[config.mk]
export PLATFORM = sky130hd
export DESIGN_NAME = cminus_lexical_scanner_unit
export DESIGN_NICKNAME = d
export VERILOG_FILES = /design/src/rtl/cmlex_pkg.sv /design/src/rtl/cmlex_core.sv /design/src/rtl/cmlex_queue.sv /design/src/rtl/cminus_lexical_scanner_unit.sv
export SDC_FILE = /design/constraint.sdc
export NUM_CORES = 1
export LEC_CHECK = 0
export BUFFER_PORTS_ARGS = -buffer_cell sky130_fd_sc_hd__buf_2
export CORE_MARGIN = 2
export CORE_UTILIZATION = 35
export CTS_CLUSTER_DIAMETER = 120
export DETAILED_ROUTE_END_ITERATION = 12
export PLACE_DENSITY = 0.55
export REMOVE_ABC_BUFFERS = 1
export SETUP_SLACK_MARGIN = 0.02
export SYNTH_ARGS = -nofsm -noshare
export SYNTH_HDL_FRONTEND = slang
export SYNTH_SLANG_ARGS = --single-unit
[constraint.sdc]
create_clock -name clk -period 7.8 [get_ports clk]
set_input_delay 0.39 -clock clk [delete_from_list [all_inputs] [get_ports clk]]
set_output_delay 0.39 -clock clk [all_outputs]
set_load 0.01 [all_outputs]
[src/rtl/cmlex_pkg.sv]
// Shared types and constants for the C-minus lexical scanner.
// Used by cmlex_core, cmlex_queue and cminus_lexical_scanner_unit; no dependencies.
`timescale 1ns / 1ps

package cmlex_pkg;

  localparam int MAX_LEXEME = 32;
  localparam int LINE_BITS = 16;
  localparam int CNT_BITS = $clog2(MAX_LEXEME + 2);
  localparam int KW_BYTES = 6;
  localparam int QUEUE_DEPTH = 4;
  localparam int PTR_BITS = $clog2(QUEUE_DEPTH);
  localparam int LEVEL_BITS = $clog2(QUEUE_DEPTH + 1);

  typedef enum logic [3:0] {
    S_IDLE    = 4'd0,
    S_IDENT   = 4'd1,
    S_NUMBER  = 4'd2,
    S_LT      = 4'd3,
    S_GT      = 4'd4,
    S_EQ      = 4'd5,
    S_BANG    = 4'd6,
    S_SLASH   = 4'd7,
    S_COMMENT = 4'd8,
    S_STAR    = 4'd9
  } scan_state_t;

  typedef enum logic [4:0] {
    K_ELSE   = 5'd0,
    K_IF     = 5'd1,
    K_INT    = 5'd2,
    K_RETURN = 5'd3,
    K_VOID   = 5'd4,
    K_WHILE  = 5'd5,
    K_ID     = 5'd6,
    K_NUM    = 5'd7,
    K_PLUS   = 5'd8,
    K_MINUS  = 5'd9,
    K_TIMES  = 5'd10,
    K_DIV    = 5'd11,
    K_LT     = 5'd12,
    K_LE     = 5'd13,
    K_GT     = 5'd14,
    K_GE     = 5'd15,
    K_ASSIGN = 5'd16,
    K_EQ     = 5'd17,
    K_NE     = 5'd18,
    K_SEMI   = 5'd19,
    K_COMMA  = 5'd20,
    K_LPAR   = 5'd21,
    K_RPAR   = 5'd22,
    K_LBRK   = 5'd23,
    K_RBRK   = 5'd24,
    K_LBRC   = 5'd25,
    K_RBRC   = 5'd26,
    K_EOF    = 5'd27,
    K_BAD    = 5'd28,
    K_OPEN   = 5'd29
  } token_kind_t;

  // Packed with the token kind in the lowest bits.
  typedef struct packed {
    logic        number_overflow;
    logic [31:0] number_value;
    logic        length_overflow;
    logic [5:0]  token_length;
    logic [15:0] token_line;
    token_kind_t token_kind;
  } token_t;

  localparam int TOKEN_BITS = $bits(token_t);
  localparam int TDATA_BITS = ((TOKEN_BITS + 7) / 8) * 8;

  // Up to two tokens produced by one source byte; the second is valid only with the first.
  typedef struct packed {
    logic   valid0;
    logic   valid1;
    token_t tok0;
    token_t tok1;
  } token_pair_t;

endpackage

[src/rtl/cmlex_core.sv]
// Scanner automaton: state registers and the combinational step for one source byte.
// Depends on cmlex_pkg.
`timescale 1ns / 1ps

module cmlex_core (
  input  logic                 clk,
  input  logic                 rst,
  input  logic                 in_accept,
  input  logic [7:0]           char_in,
  input  logic                 is_end,
  output cmlex_pkg::token_pair_t pair
);

  localparam logic [cmlex_pkg::CNT_BITS-1:0] CNT_ONE = cmlex_pkg::CNT_BITS'(1);

  cmlex_pkg::scan_state_t                   scan_state, scan_state_next;
  logic [8*cmlex_pkg::KW_BYTES-1:0]         keyword_chars, keyword_chars_next;
  logic [cmlex_pkg::CNT_BITS-1:0]           lexeme_count, lexeme_count_next;
  logic [cmlex_pkg::LINE_BITS-1:0]          line_count, line_count_next;
  logic [cmlex_pkg::LINE_BITS-1:0]          start_line, start_line_next;
  logic [31:0]                              number_accum, number_accum_next;
  logic                                     number_sat, number_sat_next;

  logic                                     is_letter, is_digit;
  logic [35:0]                              num_prod;
  logic [31:0]                              digit_accum;
  logic                                     digit_sat;
  logic [cmlex_pkg::LINE_BITS-1:0]          line_inc;
  cmlex_pkg::token_t                        flush_tok, second_tok;
  logic                                     flush_v, use_flush, second_v;

  function automatic cmlex_pkg::token_t make_tok(
    input cmlex_pkg::token_kind_t          kind,
    input logic [cmlex_pkg::LINE_BITS-1:0] line,
    input logic [cmlex_pkg::CNT_BITS-1:0]  count,
    input logic [31:0]                     value,
    input logic                            vsat
  );
    cmlex_pkg::token_t t;
    logic [31:0] line32;
    logic [31:0] len32;
    line32 = 32'(line);
    if (32'(count) > 32'(cmlex_pkg::MAX_LEXEME)) begin
      len32 = 32'(cmlex_pkg::MAX_LEXEME);
    end else begin
      len32 = 32'(count);
    end
    t.token_kind = kind;
    t.token_line = line32[15:0];
    t.token_length = len32[5:0];
    t.length_overflow = 32'(count) > 32'(cmlex_pkg::MAX_LEXEME);
    t.number_value = value;
    t.number_overflow = vsat;
    return t;
  endfunction

  function automatic logic [8*cmlex_pkg::KW_BYTES-1:0] kw_text(input int j);
    logic [8*cmlex_pkg::KW_BYTES-1:0] r;
    case (j)
      0:       r = 48'h0000_6573_6c65;
      1:       r = 48'h0000_0000_6669;
      2:       r = 48'h0000_0074_6e69;
      3:       r = 48'h6e72_7574_6572;
      4:       r = 48'h0000_6469_6f76;
      default: r = 48'h0065_6c69_6877;
    endcase
    return r;
  endfunction

  function automatic int kw_len(input int j);
    int r;
    case (j)
      0:       r = 4;
      1:       r = 2;
      2:       r = 3;
      3:       r = 6;
      4:       r = 4;
      default: r = 5;
    endcase
    return r;
  endfunction

  // Bytes above the identifier's length are always zero, so a whole-word compare suffices.
  function automatic cmlex_pkg::token_kind_t ident_kind(
    input logic [8*cmlex_pkg::KW_BYTES-1:0] chars,
    input logic [cmlex_pkg::CNT_BITS-1:0]   count
  );
    cmlex_pkg::token_kind_t k;
    k = cmlex_pkg::K_ID;
    for (int j = cmlex_pkg::KW_BYTES - 1; j >= 0; j--) begin
      if (32'(count) == 32'(kw_len(j)) && chars == kw_text(j)) begin
        k = cmlex_pkg::token_kind_t'(5'(j));
      end
    end
    return k;
  endfunction

  function automatic cmlex_pkg::token_kind_t single_kind(input logic [7:0] c);
    cmlex_pkg::token_kind_t k;
    case (c)
      "+":     k = cmlex_pkg::K_PLUS;
      "-":     k = cmlex_pkg::K_MINUS;
      "*":     k = cmlex_pkg::K_TIMES;
      ";":     k = cmlex_pkg::K_SEMI;
      ",":     k = cmlex_pkg::K_COMMA;
      "(":     k = cmlex_pkg::K_LPAR;
      ")":     k = cmlex_pkg::K_RPAR;
      "[":     k = cmlex_pkg::K_LBRK;
      "]":     k = cmlex_pkg::K_RBRK;
      "{":     k = cmlex_pkg::K_LBRC;
      "}":     k = cmlex_pkg::K_RBRC;
      default: k = cmlex_pkg::K_BAD;
    endcase
    return k;
  endfunction

  assign is_letter = (char_in inside {["a":"z"], ["A":"Z"]});
  assign is_digit = (char_in inside {["0":"9"]});

  assign line_inc = (line_count != '1) ? line_count + 1'b1 : line_count;

  always_comb begin
    logic [31:0] base;
    base = (scan_state == cmlex_pkg::S_NUMBER) ? number_accum : 32'd0;
    num_prod = ({4'd0, base} << 3) + ({4'd0, base} << 1) + 36'(char_in - 8'h30);
    if (num_prod[35:32] != 4'd0) begin
      digit_accum = 32'hFFFF_FFFF;
      digit_sat = 1'b1;
    end else begin
      digit_accum = num_prod[31:0];
      digit_sat = (scan_state == cmlex_pkg::S_NUMBER) ? number_sat : 1'b0;
    end
  end

  // Token held by the current state, reported when a following byte or the end ends it.
  always_comb begin
    flush_v = 1'b1;
    flush_tok = make_tok(cmlex_pkg::K_DIV, start_line, CNT_ONE, 32'd0, 1'b0);
    case (scan_state)
      cmlex_pkg::S_IDENT: begin
        flush_tok = make_tok(ident_kind(keyword_chars, lexeme_count), start_line,
                             lexeme_count, 32'd0, 1'b0);
      end
      cmlex_pkg::S_NUMBER: begin
        flush_tok = make_tok(cmlex_pkg::K_NUM, start_line, lexeme_count,
                             number_accum, number_sat);
      end
      cmlex_pkg::S_LT: flush_tok = make_tok(cmlex_pkg::K_LT, start_line, CNT_ONE, 32'd0, 1'b0);
      cmlex_pkg::S_GT: flush_tok = make_tok(cmlex_pkg::K_GT, start_line, CNT_ONE, 32'd0, 1'b0);
      cmlex_pkg::S_EQ: begin
        flush_tok = make_tok(cmlex_pkg::K_ASSIGN, start_line, CNT_ONE, 32'd0, 1'b0);
      end
      cmlex_pkg::S_BANG: begin
        flush_tok = make_tok(cmlex_pkg::K_BAD, start_line, CNT_ONE, 32'd0, 1'b0);
      end
      cmlex_pkg::S_SLASH: begin
        flush_tok = make_tok(cmlex_pkg::K_DIV, start_line, CNT_ONE, 32'd0, 1'b0);
      end
      cmlex_pkg::S_COMMENT, cmlex_pkg::S_STAR: begin
        flush_tok = make_tok(cmlex_pkg::K_OPEN, start_line, '0, 32'd0, 1'b0);
      end
      default: flush_v = 1'b0;
    endcase
  end

  always_comb begin
    scan_state_next = scan_state;
    keyword_chars_next = keyword_chars;
    lexeme_count_next = lexeme_count;
    line_count_next = line_count;
    start_line_next = start_line;
    number_accum_next = number_accum;
    number_sat_next = number_sat;
    use_flush = 1'b0;
    second_v = 1'b0;
    second_tok = make_tok(cmlex_pkg::K_EOF, line_count, '0, 32'd0, 1'b0);

    if (is_end) begin
      use_flush = flush_v;
      second_v = 1'b1;
      scan_state_next = cmlex_pkg::S_IDLE;
      keyword_chars_next = '0;
      lexeme_count_next = '0;
      line_count_next = cmlex_pkg::LINE_BITS'(1);
      start_line_next = cmlex_pkg::LINE_BITS'(1);
      number_accum_next = 32'd0;
      number_sat_next = 1'b0;
    end else if (scan_state == cmlex_pkg::S_IDENT && is_letter) begin
      for (int i = 0; i < cmlex_pkg::KW_BYTES; i++) begin
        if (32'(lexeme_count) == i) begin
          keyword_chars_next[8*i +: 8] = keyword_chars[8*i +: 8] | char_in;
        end
      end
      if (32'(lexeme_count) <= 32'(cmlex_pkg::MAX_LEXEME)) begin
        lexeme_count_next = lexeme_count + 1'b1;
      end
    end else if (scan_state == cmlex_pkg::S_NUMBER && is_digit) begin
      number_accum_next = digit_accum;
      number_sat_next = digit_sat;
      if (32'(lexeme_count) <= 32'(cmlex_pkg::MAX_LEXEME)) begin
        lexeme_count_next = lexeme_count + 1'b1;
      end
    end else if ((scan_state inside {cmlex_pkg::S_LT, cmlex_pkg::S_GT, cmlex_pkg::S_EQ,
                                     cmlex_pkg::S_BANG}) && char_in == "=") begin
      cmlex_pkg::token_kind_t k2;
      case (scan_state)
        cmlex_pkg::S_LT: k2 = cmlex_pkg::K_LE;
        cmlex_pkg::S_GT: k2 = cmlex_pkg::K_GE;
        cmlex_pkg::S_EQ: k2 = cmlex_pkg::K_EQ;
        default:         k2 = cmlex_pkg::K_NE;
      endcase
      second_v = 1'b1;
      second_tok = make_tok(k2, start_line, cmlex_pkg::CNT_BITS'(2), 32'd0, 1'b0);
      scan_state_next = cmlex_pkg::S_IDLE;
    end else if (scan_state == cmlex_pkg::S_SLASH && char_in == "*") begin
      scan_state_next = cmlex_pkg::S_COMMENT;
    end else if (scan_state == cmlex_pkg::S_COMMENT || scan_state == cmlex_pkg::S_STAR) begin
      if (char_in == "/" && scan_state == cmlex_pkg::S_STAR) begin
        scan_state_next = cmlex_pkg::S_IDLE;
      end else if (char_in == "*") begin
        scan_state_next = cmlex_pkg::S_STAR;
      end else begin
        scan_state_next = cmlex_pkg::S_COMMENT;
      end
      if (char_in == 8'h0A) begin
        line_count_next = line_inc;
      end
    end else begin
      // The pending token ends here and this byte starts from the idle state.
      use_flush = flush_v;
      scan_state_next = cmlex_pkg::S_IDLE;
      start_line_next = line_count;
      if (is_letter) begin
        scan_state_next = cmlex_pkg::S_IDENT;
        keyword_chars_next = 48'(char_in);
        lexeme_count_next = CNT_ONE;
      end else if (is_digit) begin
        scan_state_next = cmlex_pkg::S_NUMBER;
        lexeme_count_next = CNT_ONE;
        number_accum_next = digit_accum;
        number_sat_next = digit_sat;
      end else begin
        case (char_in)
          "<":                      scan_state_next = cmlex_pkg::S_LT;
          ">":                      scan_state_next = cmlex_pkg::S_GT;
          "=":                      scan_state_next = cmlex_pkg::S_EQ;
          "!":                      scan_state_next = cmlex_pkg::S_BANG;
          "/":                      scan_state_next = cmlex_pkg::S_SLASH;
          8'h20, 8'h09, 8'h0D:      scan_state_next = cmlex_pkg::S_IDLE;
          8'h0A:                    line_count_next = line_inc;
          default: begin
            second_v = 1'b1;
            second_tok = make_tok(single_kind(char_in), line_count, CNT_ONE, 32'd0, 1'b0);
          end
        endcase
      end
    end

    pair.valid0 = in_accept && (use_flush || second_v);
    pair.valid1 = in_accept && use_flush && second_v;
    pair.tok0 = use_flush ? flush_tok : second_tok;
    pair.tok1 = second_tok;
  end

  always_ff @(posedge clk) begin
    if (rst) begin
      scan_state <= cmlex_pkg::S_IDLE;
      keyword_chars <= '0;
      lexeme_count <= '0;
      line_count <= cmlex_pkg::LINE_BITS'(1);
      start_line <= cmlex_pkg::LINE_BITS'(1);
      number_accum <= 32'd0;
      number_sat <= 1'b0;
    end else if (in_accept) begin
      scan_state <= scan_state_next;
      keyword_chars <= keyword_chars_next;
      lexeme_count <= lexeme_count_next;
      line_count <= line_count_next;
      start_line <= start_line_next;
      number_accum <= number_accum_next;
      number_sat <= number_sat_next;
    end
  end

endmodule

[src/rtl/cmlex_queue.sv]
// Small token queue: takes up to two tokens a cycle and delivers one a cycle while out_ready is high.
// Depends on cmlex_pkg.
`timescale 1ns / 1ps

module cmlex_queue (
  input  logic                               clk,
  input  logic                               rst,
  input  cmlex_pkg::token_pair_t             pair,
  output logic                               out_valid,
  input  logic                               out_ready,
  output cmlex_pkg::token_t                  out_tok,
  output logic [cmlex_pkg::LEVEL_BITS-1:0]   level
);

  cmlex_pkg::token_t                  mem [cmlex_pkg::QUEUE_DEPTH];
  logic [cmlex_pkg::PTR_BITS-1:0]     wr_ptr, wr_ptr_next;
  logic [cmlex_pkg::PTR_BITS-1:0]     rd_ptr, rd_ptr_next;
  logic [cmlex_pkg::LEVEL_BITS-1:0]   level_next;
  logic                               pop;
  logic [cmlex_pkg::PTR_BITS-1:0]     wr_ptr_plus;

  assign out_valid = (level != '0);
  assign out_tok = mem[rd_ptr];
  assign pop = out_valid && out_ready;
  assign wr_ptr_plus = wr_ptr + 1'b1;

  always_comb begin
    wr_ptr_next = wr_ptr + cmlex_pkg::PTR_BITS'(pair.valid0) + cmlex_pkg::PTR_BITS'(pair.valid1);
    rd_ptr_next = rd_ptr + cmlex_pkg::PTR_BITS'(pop);
    level_next = level + cmlex_pkg::LEVEL_BITS'(pair.valid0)
               + cmlex_pkg::LEVEL_BITS'(pair.valid1) - cmlex_pkg::LEVEL_BITS'(pop);
  end

  always_ff @(posedge clk) begin
    if (pair.valid0) begin
      mem[wr_ptr] <= pair.tok0;
    end
    if (pair.valid1) begin
      mem[wr_ptr_plus] <= pair.tok1;
    end
  end

  always_ff @(posedge clk) begin
    if (rst) begin
      wr_ptr <= '0;
      rd_ptr <= '0;
      level <= '0;
    end else begin
      wr_ptr <= wr_ptr_next;
      rd_ptr <= rd_ptr_next;
      level <= level_next;
    end
  end

endmodule

[src/rtl/cminus_lexical_scanner_unit.sv]
// Top level of the C-minus lexical scanner: stream ports, scanner core and token queue.
// Depends on cmlex_pkg, cmlex_core and cmlex_queue.
// Output: a token is written into the token queue when the byte that completes it is accepted.
// Throughput: one source byte per cycle while the queue can hold two more tokens; a byte that
// completes two tokens is held in the four-entry token queue while they leave one at a time.
// Reset: synchronous; the scanner returns to its start state at line one and the queue empties.
`timescale 1ns / 1ps

module cminus_lexical_scanner_unit (
  input  logic                             clk,
  input  logic                             rst,
  input  logic                             s_axis_tvalid,
  output logic                             s_axis_tready,
  input  logic [7:0]                       s_axis_tdata,  // char_in[7:0]
  input  logic                             s_axis_tuser,  // is_end
  output logic                             m_axis_tvalid,
  input  logic                             m_axis_tready,
  // token_kind[4:0], token_line[20:5], token_length[26:21], length_overflow[27],
  // number_value[59:28], number_overflow[60], zero fill above
  output logic [cmlex_pkg::TDATA_BITS-1:0] m_axis_tdata
);

  logic                               in_accept;
  cmlex_pkg::token_pair_t             pair;
  cmlex_pkg::token_t                  out_tok;
  logic [cmlex_pkg::LEVEL_BITS-1:0]   level;

  // A transfer is taken only when the queue can hold two more tokens.
  assign s_axis_tready = (32'(level) <= cmlex_pkg::QUEUE_DEPTH - 2);
  assign in_accept = s_axis_tvalid && s_axis_tready;

  cmlex_core u_core (
    .clk       (clk),
    .rst       (rst),
    .in_accept (in_accept),
    .char_in   (s_axis_tdata),
    .is_end    (s_axis_tuser),
    .pair      (pair)
  );

  cmlex_queue u_queue (
    .clk       (clk),
    .rst       (rst),
    .pair      (pair),
    .out_valid (m_axis_tvalid),
    .out_ready (m_axis_tready),
    .out_tok   (out_tok),
    .level     (level)
  );

  assign m_axis_tdata = cmlex_pkg::TDATA_BITS'(out_tok);

  a_level_bound : assert property (@(posedge clk) disable iff (rst)
    32'(level) <= cmlex_pkg::QUEUE_DEPTH)
    else $error("token queue level exceeds its depth");

  a_second_needs_first : assert property (@(posedge clk) disable iff (rst)
    pair.valid1 |-> pair.valid0)
    else $error("second token pushed without a first");

  a_end_gives_token : assert property (@(posedge clk) disable iff (rst)
    (in_accept && s_axis_tuser) |=> m_axis_tvalid)
    else $error("end marker produced no token");

endmodule

; Yosys cells after proc, flatten, opt, wreduce, memory -nomap -nowiden
; Memory sizes are Yosys's and may differ from the RTL's. A register that Yosys moved wholly into a read port is not among the register bits.
; Index checks and enable logic that the tools add are counted.
[classes]
order_cmp = 9
reduce_logical = 43
bitwise_logic = 6
n_mux = 121
addsub = 12
eq_ne = 70
[ops]
columns = op, count
row1 = $mux W48, 13
row2 = $mux W61, 9
row3 = $mux W32, 15
row4 = $pmux W61 S7, 1
row5 = $eq A48 B48 Y1, 6
row6 = $mux W16, 16
row7 = $eq A6 B32 Y1, 5
row8 = $eq A8 B6 Y1 const B, 13
row9 = $mux W6, 10
row10 = $reduce_and A7 Y1, 8
row11 = $pmux W5 S11, 1
row12 = $mux W8, 6
row13 = $or A8 B8 Y8, 6
row14 = $add A35 B33 Y36, 1
row15 = $add A36 B36 Y36, 1
row16 = $mux W4, 9
row17 = $eq A8 B7 Y1 const B, 4
row18 = $mux W1, 31
row19 = $ne A3 B3 Y1 const B, 9
row20 = $eq A8 B4 Y1 const B, 3
row21 = $mux W22, 1
row22 = $ne A3 B2 Y1 const B, 7
row23 = $logic_and A1 B1 Y1, 19
row24 = $reduce_or A9 Y1, 2
row25 = other kinds (38), 65
[word_totals]
input_bits = 13
regBits = 130
mem_count = 1
mem_bits_rw = 244
[mem_list]
columns = memory, depth, width, rd, rd_ports_with_merged_regs, write_ports, line
row1 = u_queue.mem, 4, 61, 1, 1, 2, cmlex_queue.sv:15  ; cmlex_pkg::token_t mem [cmlex_pkg::QUEUE_DEPTH];

; Depth between registers and ports, before layout
; Gate-level depths: netlist of the first run.
[logic_depth]
word_depth = 16
ltp_mapped = 19
mapped_depth_nobuf = 15

; By module
; From an unflattened synthesis of the first run, not the netlist that was laid out.
[unflattened]
hier_cells = 1908
hier_area_um2 = 22086.2
[modules_own_cells]
columns = mod, area_per_inst_um2, cells_each, instances, seq_area_each_um2
row1 = cmlex_queue, 12096.6, 628, 1, 7467.2
row2 = cmlex_core, 9948.3, 1274, 1, 2462.4
row3 = cminus_lexical_scanner_unit, 41.3, 6, 1, 0.0

; Worst setup path after synthesis of the first run
; Ideal clock, no wire load.
[synth_path]
path_kind = input-to-reg
from = input s_axis_tdata[4]
to = register u_core.number_accum[29]
setup_ns = 0.137
cell_stages = 15
slack_ns = 2.876
t_arrival_ns = 4.786
t_required_ns = 7.663
n_path_buf = 2
path_cell_list = ha_1 or3_1 inv_1 fa_1 ha_1 clkbuf_1 nand4_1 or4_1 or3_1 nand4_1 nand2_1 xnor2_1 o41ai_2 clkbuf_1 o211ai_1
[synth_via]
elab_chain_len = 12
word_cells_on_any_way = 35
[synth_lines]
columns = item, line
row1 = from (decl), cminus_lexical_scanner_unit.sv:14  ; input logic [7:0] s_axis_tdata,
row2 = $sub A8 B6 Y9, cmlex_core.sv:125  ; num_prod = ({4'd0, base} << 3) + ({4'd0, base} << 1) + 36'(char_in - 8'h30);
row3 = $add A36 B36 Y36, cmlex_core.sv:125
row4 = $reduce_bool A4 Y1, cmlex_core.sv:126  ; if (num_prod[35:32] != 4'd0) begin
row5 = $mux W32, cmlex_core.sv:126
row6 = $mux W32, cmlex_core.sv:237  ; end else if (is_digit) begin
row7 = $mux W32, cmlex_core.sv:233  ; if (is_letter) begin
row8 = $mux W32, cmlex_core.sv:217  ; end else if (scan_state == cmlex_pkg::S_COMMENT || scan_state == cmlex_pkg::S_STAR) begin
row9 = $mux W32, cmlex_core.sv:215  ; end else if (scan_state == cmlex_pkg::S_SLASH && char_in == "*") begin
row10 = $mux W32, cmlex_core.sv:203  ; end else if ((scan_state inside {cmlex_pkg::S_LT, cmlex_pkg::S_GT, cmlex_pkg::S_EQ,
row11 = $mux W32, cmlex_core.sv:197  ; end else if (scan_state == cmlex_pkg::S_NUMBER && is_digit) begin
row12 = $mux W32, cmlex_core.sv:188  ; end else if (scan_state == cmlex_pkg::S_IDENT && is_letter) begin
row13 = $mux W32, cmlex_core.sv:178  ; if (is_end) begin
row14 = to (signal assigned), cmlex_core.sv:280  ; number_accum <= number_accum_next;
row15 = to (decl), cmlex_core.sv:21  ; logic [31:0] number_accum, number_accum_next;
; Several ways; a longest one is shown, not always the timed one. The select of a mux whose other input is x is not followed.
; A chain may end at the register's enable or synchronous reset.

; Worst setup path in the final report of the first run
[layout_path]
from = register u_core.scan_state[0]
to = register u_core.number_accum[8]
[layout_via]
elab_chain_len = 14
word_cells_on_any_way = 35
[layout_lines]
columns = item, line
row1 = from (decl), cmlex_core.sv:16  ; cmlex_pkg::scan_state_t scan_state, scan_state_next;
row2 = from (signal assigned), cmlex_core.sv:267  ; scan_state <= cmlex_pkg::S_IDLE;
row3 = from (signal assigned), cmlex_core.sv:275  ; scan_state <= scan_state_next;
row4 = $eq A4 B2 Y1, "cmlex_core.sv:124, cmlex_core.sv:197"
row5 = $mux W32, cmlex_core.sv:124  ; base = (scan_state == cmlex_pkg::S_NUMBER) ? number_accum : 32'd0;
row6 = $add A35 B33 Y36, cmlex_core.sv:125
row7 = $add A36 B36 Y36, cmlex_core.sv:125
row8 = $reduce_bool A4 Y1, cmlex_core.sv:126
row9 = $mux W32, cmlex_core.sv:126
row10 = $mux W32, cmlex_core.sv:237
row11 = $mux W32, cmlex_core.sv:233
row12 = $mux W32, cmlex_core.sv:217
row13 = $mux W32, cmlex_core.sv:215
row14 = $mux W32, cmlex_core.sv:203
row15 = $mux W32, cmlex_core.sv:197
row16 = $mux W32, cmlex_core.sv:188
row17 = $mux W32, cmlex_core.sv:178
; Several ways; a longest one is shown, not always the timed one. The select of a mux whose other input is x is not followed.

==> results of run 1 <==
-- through the flow --
stage / hold WS (ns) / power (W) / util [%] / instances
2_1_floorplan: 0.419 / 0.00306 / - / 1857
3_3_place_gp: 0.429 / 0.00361 / 37.1 / 2724
5_1_grt: 0.106 / 0.00594 / 39.7 / 2801
6_report: 0.114 / 0.00568 / 39.7 / 2801
4_1_cts: 0.0851 / 0.00573 / 39.7 / 2801
3_5_place_dp: 0.434 / 0.00362 / 37.1 / 2724
-- Yosys cell counts, drive strengths merged (7+ instances only) --
cell / n
a211oi: 10
a21o: 16
a21oi: 186
a22o: 161
a22oi: 13
a31oi: 19
and2: 33
and3: 16
and4b: 7
buf: 83
clkbuf: 81
dfxtp: 282
edfxtp: 92
fa: 34
ha: 51
inv: 57
mux2i: 24
mux4: 61
nand2: 162
nand2b: 22
nand3: 65
nand3b: 7
nand4: 34
nor2: 133
nor2b: 13
nor3: 46
nor3b: 8
nor4: 16
o211ai: 15
o21a: 9
o21ai: 77
o21bai: 7
o22ai: 22
o2bb2ai: 11
o31ai: 9
or2: 12
or4: 11
xnor2: 22
xor2: 19
-- worst paths after layout --
kind,start,endpoint,cells after the start
min,rst,u_core.number_accum[14]$_SDFFE_PP0P_,2
max,u_core.scan_state[0]$_SDFFE_PP0P_,u_core.number_accum[8]$_SDFFE_PP0P_,16
min reg2reg,u_core.keyword_chars[6]$_SDFFE_PP0P_,u_core.keyword_chars[6]$_SDFFE_PP0P_,1
max reg2reg,u_core.scan_state[0]$_SDFFE_PP0P_,u_core.number_accum[8]$_SDFFE_PP0P_,16
-- worst max-delay path: cells and delay by family (launching register included) --
kind	cells	cell delay (ns)
AO/OA/AOI/OAI	5	2.01
AND/OR/NAND/NOR	7	1.83
adder cells (fa/ha/maj)	2	0.80
buffers and inverters	2	0.65
flip-flops	1	0.46
-- per-layer routing --
metal,vias up,global-route usage (%)
li1,7523,-
met1,8169,29.4
met2,488,30.1
met3,81,2.38
met4,0,4.75
met5,-,0
-- flip-flops by register name, summed over array words and instances (netlist names) --
name	flops
u_queue.mem	244
u_core.keyword_chars	48
u_core.number_accum	32
u_core.line_count	16
u_core.start_line	16
u_core.lexeme_count	6
u_core.scan_state	4
u_queue.level	3
u_queue.rd_ptr	2
u_queue.wr_ptr	2
u_core.number_sat	1
-- where the power goes --
part           switching [W]  internal (W)  total (W)
Sequential          0.000113       0.00216    0.00227
Clock               0.000866       0.00124    0.00211
Combinational       0.000876      0.000431    0.00131
Total                0.00185       0.00383    0.00568
-- cell usage in the layout, fill, tap and decap left out, types with 61 or more instances in the layout --
cell type,synthesis,routed
a21oi_1,182,181
a22o_1,161,161
buf_2,51,75
dfxtp_1,282,280
edfxtp_1,92,92
mux4_2,61,61
nand2_1,162,162
nand3_1,64,64
nor2_1,132,128
o21ai_0,72,71
-- cell families (layout without fill, tap and decap cells) --
kind of cell,count (synthesis),count (layout),synth area share (%)
simple gates,612,612,15.5
compound gates,599,599,21.1
flops,374,374,41.9
buf+inv,221,245,4.98
mux,86,86,8.10
fa+ha+maj,85,85,6.57
xor+xnor,41,41,1.79
other cells,1,3,0.0187
-- area by class of cell --
| class | instances | area (um2) |
|---|---|---|
| clock inverters | 24 | 324 |
| well taps | 756 | 946 |
| repair buffers | 111 | 646 |
| inverters | 57 | 214 |
| flip-flops and latches | 374 | 8420 |
| fillers | 5488 | 34000 |
| multi-input cells | 1426 | 10700 |
| clock buffers | 53 | 1160 |
==> flow_summary.yaml, run 1 <==
clock_network:
  clockBufferDepth: 3
  clock_latency_ns: 0.59
  h-tree-depth: 2
  cts-resized-gates: 0
  cts_tree: "built"
  clkTransAtPathRegs_ns: 0.06
  cts_root_buf: "clkbuf_16"
  cts_setup_buffers: 0
  cts_buffers: 42
  postCtsHoldBufs: 0
  cts.sinks: 374
global_route:
  antenna_found_initial: 0
  grt_overflow: 0
  grt_usage_pct: 19.7
  grt_max_degree: 52
  grt_pass1_wl_mm: 92.9
  grt_pass1_vias: 15600
critical_path:
  r2r_slack_ns: 1.93
  slowest_delay_ns: 0.75
  crit_path_start_kind: "flip-flop"
  cp_slowest_cell: "nor2_2"
  cp.arrival_ns: 6.32
  end_kind: "flip-flop"
  critical_path_required_ns: 8.25
  worstPathMaxFanout: 25
  path_cells: "nor2_1, nand2_1, nor2_2, buf_4, and2_1, fa_1, ha_1, o211ai_1, o21ai_0, nand3_1, a2111oi_0, or4_1, nand4_1, o41ai_4, buf_4, o21ai_0"
  crit_type: "reg2reg"
layout:
  n_antenna_cell: 0
  drive_gt1_share_pct: 14.9
  final_nets: 2110
  syn2layout_area_growth_pct: 11.9
  fin_area_mm2: 0.0225
floorplan:
  start_util_pct: 35.5
  dieWidth_um: 243
  ios: 79
  rows: 87
  coreArea_mm2: 0.0565
  die_area_mm2: 0.0593
  die_y_um: 243
detailed_routing:
  drc: 0
  drt_wl_total_mm: 59.6
  dr_total_vias: 16300
  routed.top_layer: "met4"
  drt-met1-wl_mm: 28.8
  avgViaCountPerCell: 5.81
  postRouteAntennaNets: 0
  drtIter0Drc: 1409
  wl_per_cell_um: 21.3
  wl_met2_mm: 26.5
  dr.pass1.iters: 5
  wl_met3_mm: 3.25
min_path:
  worstHoldPathType: "in2reg"
sta:
  final.min_clock_period_ns: 5.87
  hold_viol_final: 0
  rsz0062_at_grt: "false"
  setup_viol: 0
  slew_headroom_pct: 13.3
  worstMarginPinSlew_ns: 1.29
  tns_ns: 0
  min_period_over_period_pct: 75.3
  skew_ns: 0.0329
  setup_ws_ns: 1.93
  slew_violations: 0
  fmax_mhz: 170
synthesis:
  synth.top_cells.by_area: "dfxtp_1 (28%), edfxtp_1 (14%), a22o_1 (7.0%), mux4_2 (6.8%), a21oi_1 (4.5%)"
  synth_cells: 2019
  synth_area_mm2: 0.0201
  yosysSeqAreaShare_pct: 41.9
  yosysTopAreaCellShare_pct: 28.1
  avgSynthCellArea_um2: 9.94
  ys_warn_count: 0
  yosysTopAreaCell: "dfxtp_1"
  synth_edf_count: 92
  async_flop_share_pct: 0
  synth_flop_cell: "dfxtp_1"
  yosys.cell_types.count: 97
  ys_ff_latch: 374
placed_design:
  numPortBuffers: 75
  placed_area_mm2: 0.0210
  hpwl_mm: 39.6
  pre_cts_ws_ns: 1.70
  finalWeightedCongestion: 0.888
run:
  maxCapViolCount: 0
pwr:
  peakVddDrop_v: 0.000246
  p_per_area_mw_per_mm2: 253
  p_leak_nw: 8.49
status:
  status: "finished, final reports clean"
No activity file was read; power rests on OpenSTA's default activity.
==> run 2: changes to the inputs <==
Settings changed: ABC_AREA from default to 1.
Clock period 7.8 ns to 6.1 ns, I/O delays scaled along.
==> run 2 against run 1 <==
Net effect:
- non-clock buffer count did not move
- design area rose by 7.9%
- total power rose by 49%
==> flow_summary.yaml, run 2 <==
synthesis:
  yosysTopAreaCellShare_pct: 25.9
  yosysMostFrequentCell: "nand2_1"
  ys_ff_latch: 374
  ys_warn_count: 0
  synth_edf_count: 92
  synth_flop_cell: "dfxtp_1"
  yosysSeqAreaShare_pct: 38.6
  synth_area_mm2: 0.0218
  avgSynthCellArea_um2: 6.92
  yosysTopAreaCell: "dfxtp_1"
  yosys.cell_types.count: 53
  synth.top_cells.by_area: "dfxtp_1 (26%), nand2_1 (15%), edfxtp_1 (13%), nand3_1 (6.5%), o21ai_0 (6.4%)"
  synth_cells: 3143
  async_flop_share_pct: 0
  ys_top_cells_by_count: "nand2_1 (879), nor2_1 (337), inv_1 (311)"
layout:
  n_fill_cell: 6604
  final_nets: 3243
  n_antenna_cell: 0
  regMostFlops: "u_queue.mem"
  syn2layout_area_growth_pct: 11.4
  drive_gt1_share_pct: 7.92
  final_common_cell: "nand2_1"
  reg_top3: "u_queue.mem: 244 flops, u_core.keyword_chars: 48 flops, u_core.number_accum: 32 flops"
  fin_area_mm2: 0.0242
  largest_register_ffs: 244
  regArea_mm2: 0.00841
  final_cell_mix: "nand2_1 (875), nor2_1 (334), inv_1 (308), nand3_1 (281), dfxtp_1 (280)"
  multi_input_area_mm2: 0.0113
clock_network:
  clkTransAtPathRegs_ns: 0.06
  cts-resized-gates: 0
  h-tree-depth: 2
  postCtsHoldBufs: 0
  cts_setup_buffers: 0
  cts.sinks: 374
  cts_tree: "built"
  clock_latency_ns: 0.60
  cts_buffers: 46
  clockBufferDepth: 3
  cts_root_buf: "clkbuf_16"
pwr:
  p_per_area_mw_per_mm2: 349
  p_sw_share_pct: 37.7
  peakVddDrop_v: 0.000219
  clockPowerShare_pct: 33.2
  p_leak_nw: 10.7
  comb_power_share_pct: 31.6
  seqPwrFrac_pct: 35.2
  intPower_w: 0.00527
  power_switching_w: 0.00318
floorplan:
  die_area_mm2: 0.0642
  ios: 79
  rows: 91
  die_y_um: 253
  dieWidth_um: 253
  start_util_pct: 35.3
  coreArea_mm2: 0.0616
sta:
  final.min_clock_period_ns: 4.68
  rsz0062_at_grt: "false"
  fmax_mhz: 214
  setup_viol: 0
  hold_viol_final: 0
  holdWs_ns: 0.0588
  slew_violations: 0
  tns_ns: 0
  setup_ws_ns: 1.42
  worstMarginPinSlew_ns: 0.967
  skew_ns: 0.0226
  slew_headroom_pct: 35.3
  min_period_over_period_pct: 76.7
placed_design:
  finalWeightedCongestion: 0.973
  numPortBuffers: 75
  pre_cts_ws_ns: 1.43
  hpwl_mm: 46.4
  placed_area_mm2: 0.0227
detailed_routing:
  dr.pass1.iters: 5
  avgViaCountPerCell: 5.07
  dr_total_vias: 20400
  wl_per_cell_um: 16.9
  drc: 0
  drtIter0Drc: 1640
  postRouteAntennaNets: 0
  drt_wl_total_mm: 67.9
critical_path:
  r2r_start: "u_core.scan_state[3]$_SDFFE_PP0P_"
  worstPathMaxFanout: 50
  r2r_slack_ns: 1.42
  r2r-end: "u_core.number_accum[3]$_SDFFE_PP0P_"
  critical_path_required_ns: 6.55
  end_kind: "flip-flop"
  crit_path_start_kind: "flip-flop"
  crit_type: "reg2reg"
  cp.arrival_ns: 5.13
  r2r_cells: 24
status:
  status: "finished, final reports clean"
global_route:
  antenna_found_initial: 0
  grt_overflow: 0
  grt_max_degree: 72
  grt_usage_pct: 21.0
  grt_pass1_wl_mm: 108
  grt_pass1_vias: 19000
min_path:
  hold_end: "u_core.keyword_chars[5]$_SDFFE_PP0P_"
  worstHoldPathType: "in2reg"
  worstHoldStart: "s_axis_tdata[5]"
  hold_depth: 2
run:
  maxCapViolCount: 0
-- run 2: kinds of logic (layout without fill, tap and decap cells) --
group	count (synthesis)	after routing	share of synthesized area, %
DFF	374	374	38.6
and+or+nand+nor	1632	1632	31.3
adders and majority gates	85	85	6.06
other	1	3	0.0172
xor gates and xnor gates	40	40	1.61
AOI/OAI and AO/OA	520	520	12.9
buffers and inverters	491	528	9.47
-- run 2: metrics by stage --
stage                     util, %  power, W  cells
final                        39.3   0.00845   4019
after CTS                    39.3   0.00853   4019
after global routing         39.3   0.00894   4019
after floorplan                 -   0.00463   2986
after detailed placement     36.8   0.00570   3934
after global placement       36.8   0.00570   3934
-- run 2: critical path: stages (launching register included) --
cell and delay [ns]:
dfxtp_1 0.34, nor2_1 0.22, nand2_1 0.12, nor2_2 0.24
inv_2 0.39, nor2_1 0.38, inv_1 0.14, fa_1 0.55
inv_1 0.04, ha_1 0.35, a21oi_1 0.26, nor2_1 0.06
nor2_1 0.13, nand2_1 0.13, nand2_1 0.08, nand2_1 0.10
nand2_1 0.10, nand2_1 0.05, nand2_1 0.05, nand2_1 0.05
nor2_2 0.10, buf_4 0.34, nand3_1 0.13, nand2_1 0.09
a21oi_1 0.06
-- run 2: cell type report --
| type | count | area share [%] |
|---|---|---|
| well taps | 837 | 4.32 |
| clock inverters | 20 | 0.919 |
| clock buffers | 65 | 5.50 |
| inverters | 332 | 5.16 |
| repair buffers | 111 | 2.66 |
| multi-input cells | 2280 | 46.7 |
| flip-flops and latches | 374 | 34.7 |
-- run 2: how the worst max path moves through the flow --
stage	cells past startpoint	slack (ns)	end	from
after CTS	24	1.42	u_core.number_accum[20]$_SDFFE_PP0P_	u_core.scan_state[3]$_SDFFE_PP0P_
after global placement	24	1.55	u_core.number_accum[2]$_SDFFE_PP0P_	u_core.scan_state[3]$_SDFFE_PP0P_
after floorplan	17	0.52	u_core.number_accum[0]$_SDFFE_PP0P_	s_axis_tdata[4]
final	24	1.42	u_core.number_accum[3]$_SDFFE_PP0P_	u_core.scan_state[3]$_SDFFE_PP0P_
after global routing	24	0.92	u_core.number_accum[19]$_SDFFE_PP0P_	u_core.scan_state[3]$_SDFFE_PP0P_
after detailed placement	24	1.43	u_core.number_accum[20]$_SDFFE_PP0P_	u_core.scan_state[3]$_SDFFE_PP0P_
-- run 2: routing by layer --
| metal | vias to the layer above | global-route usage, % | share of wire [%] |
|---|---|---|---|
| met5 | - | 0 | 0 |
| li1 | 10200 | - | - |
| met1 | 9579 | 29.3 | 47 |
| met4 | 0 | 4.87 | 1.9 |
| met2 | 527 | 34.4 | 46 |
| met3 | 79 | 2.79 | 5.2 |
-- run 2: power groups by stage --
| stage | Clock (W) | Combinational, W | Sequential [W] |
|---|---|---|---|
| floorplan | 0 | 0.00158 | 0.00305 |
| global placement | 0 | 0.00268 | 0.00302 |
| detailed placement | 0 | 0.00268 | 0.00302 |
| CTS | 0.00287 | 0.00269 | 0.00297 |
| global route | 0.00297 | 0.00297 | 0.00300 |
| finish | 0.00281 | 0.00267 | 0.00297 |
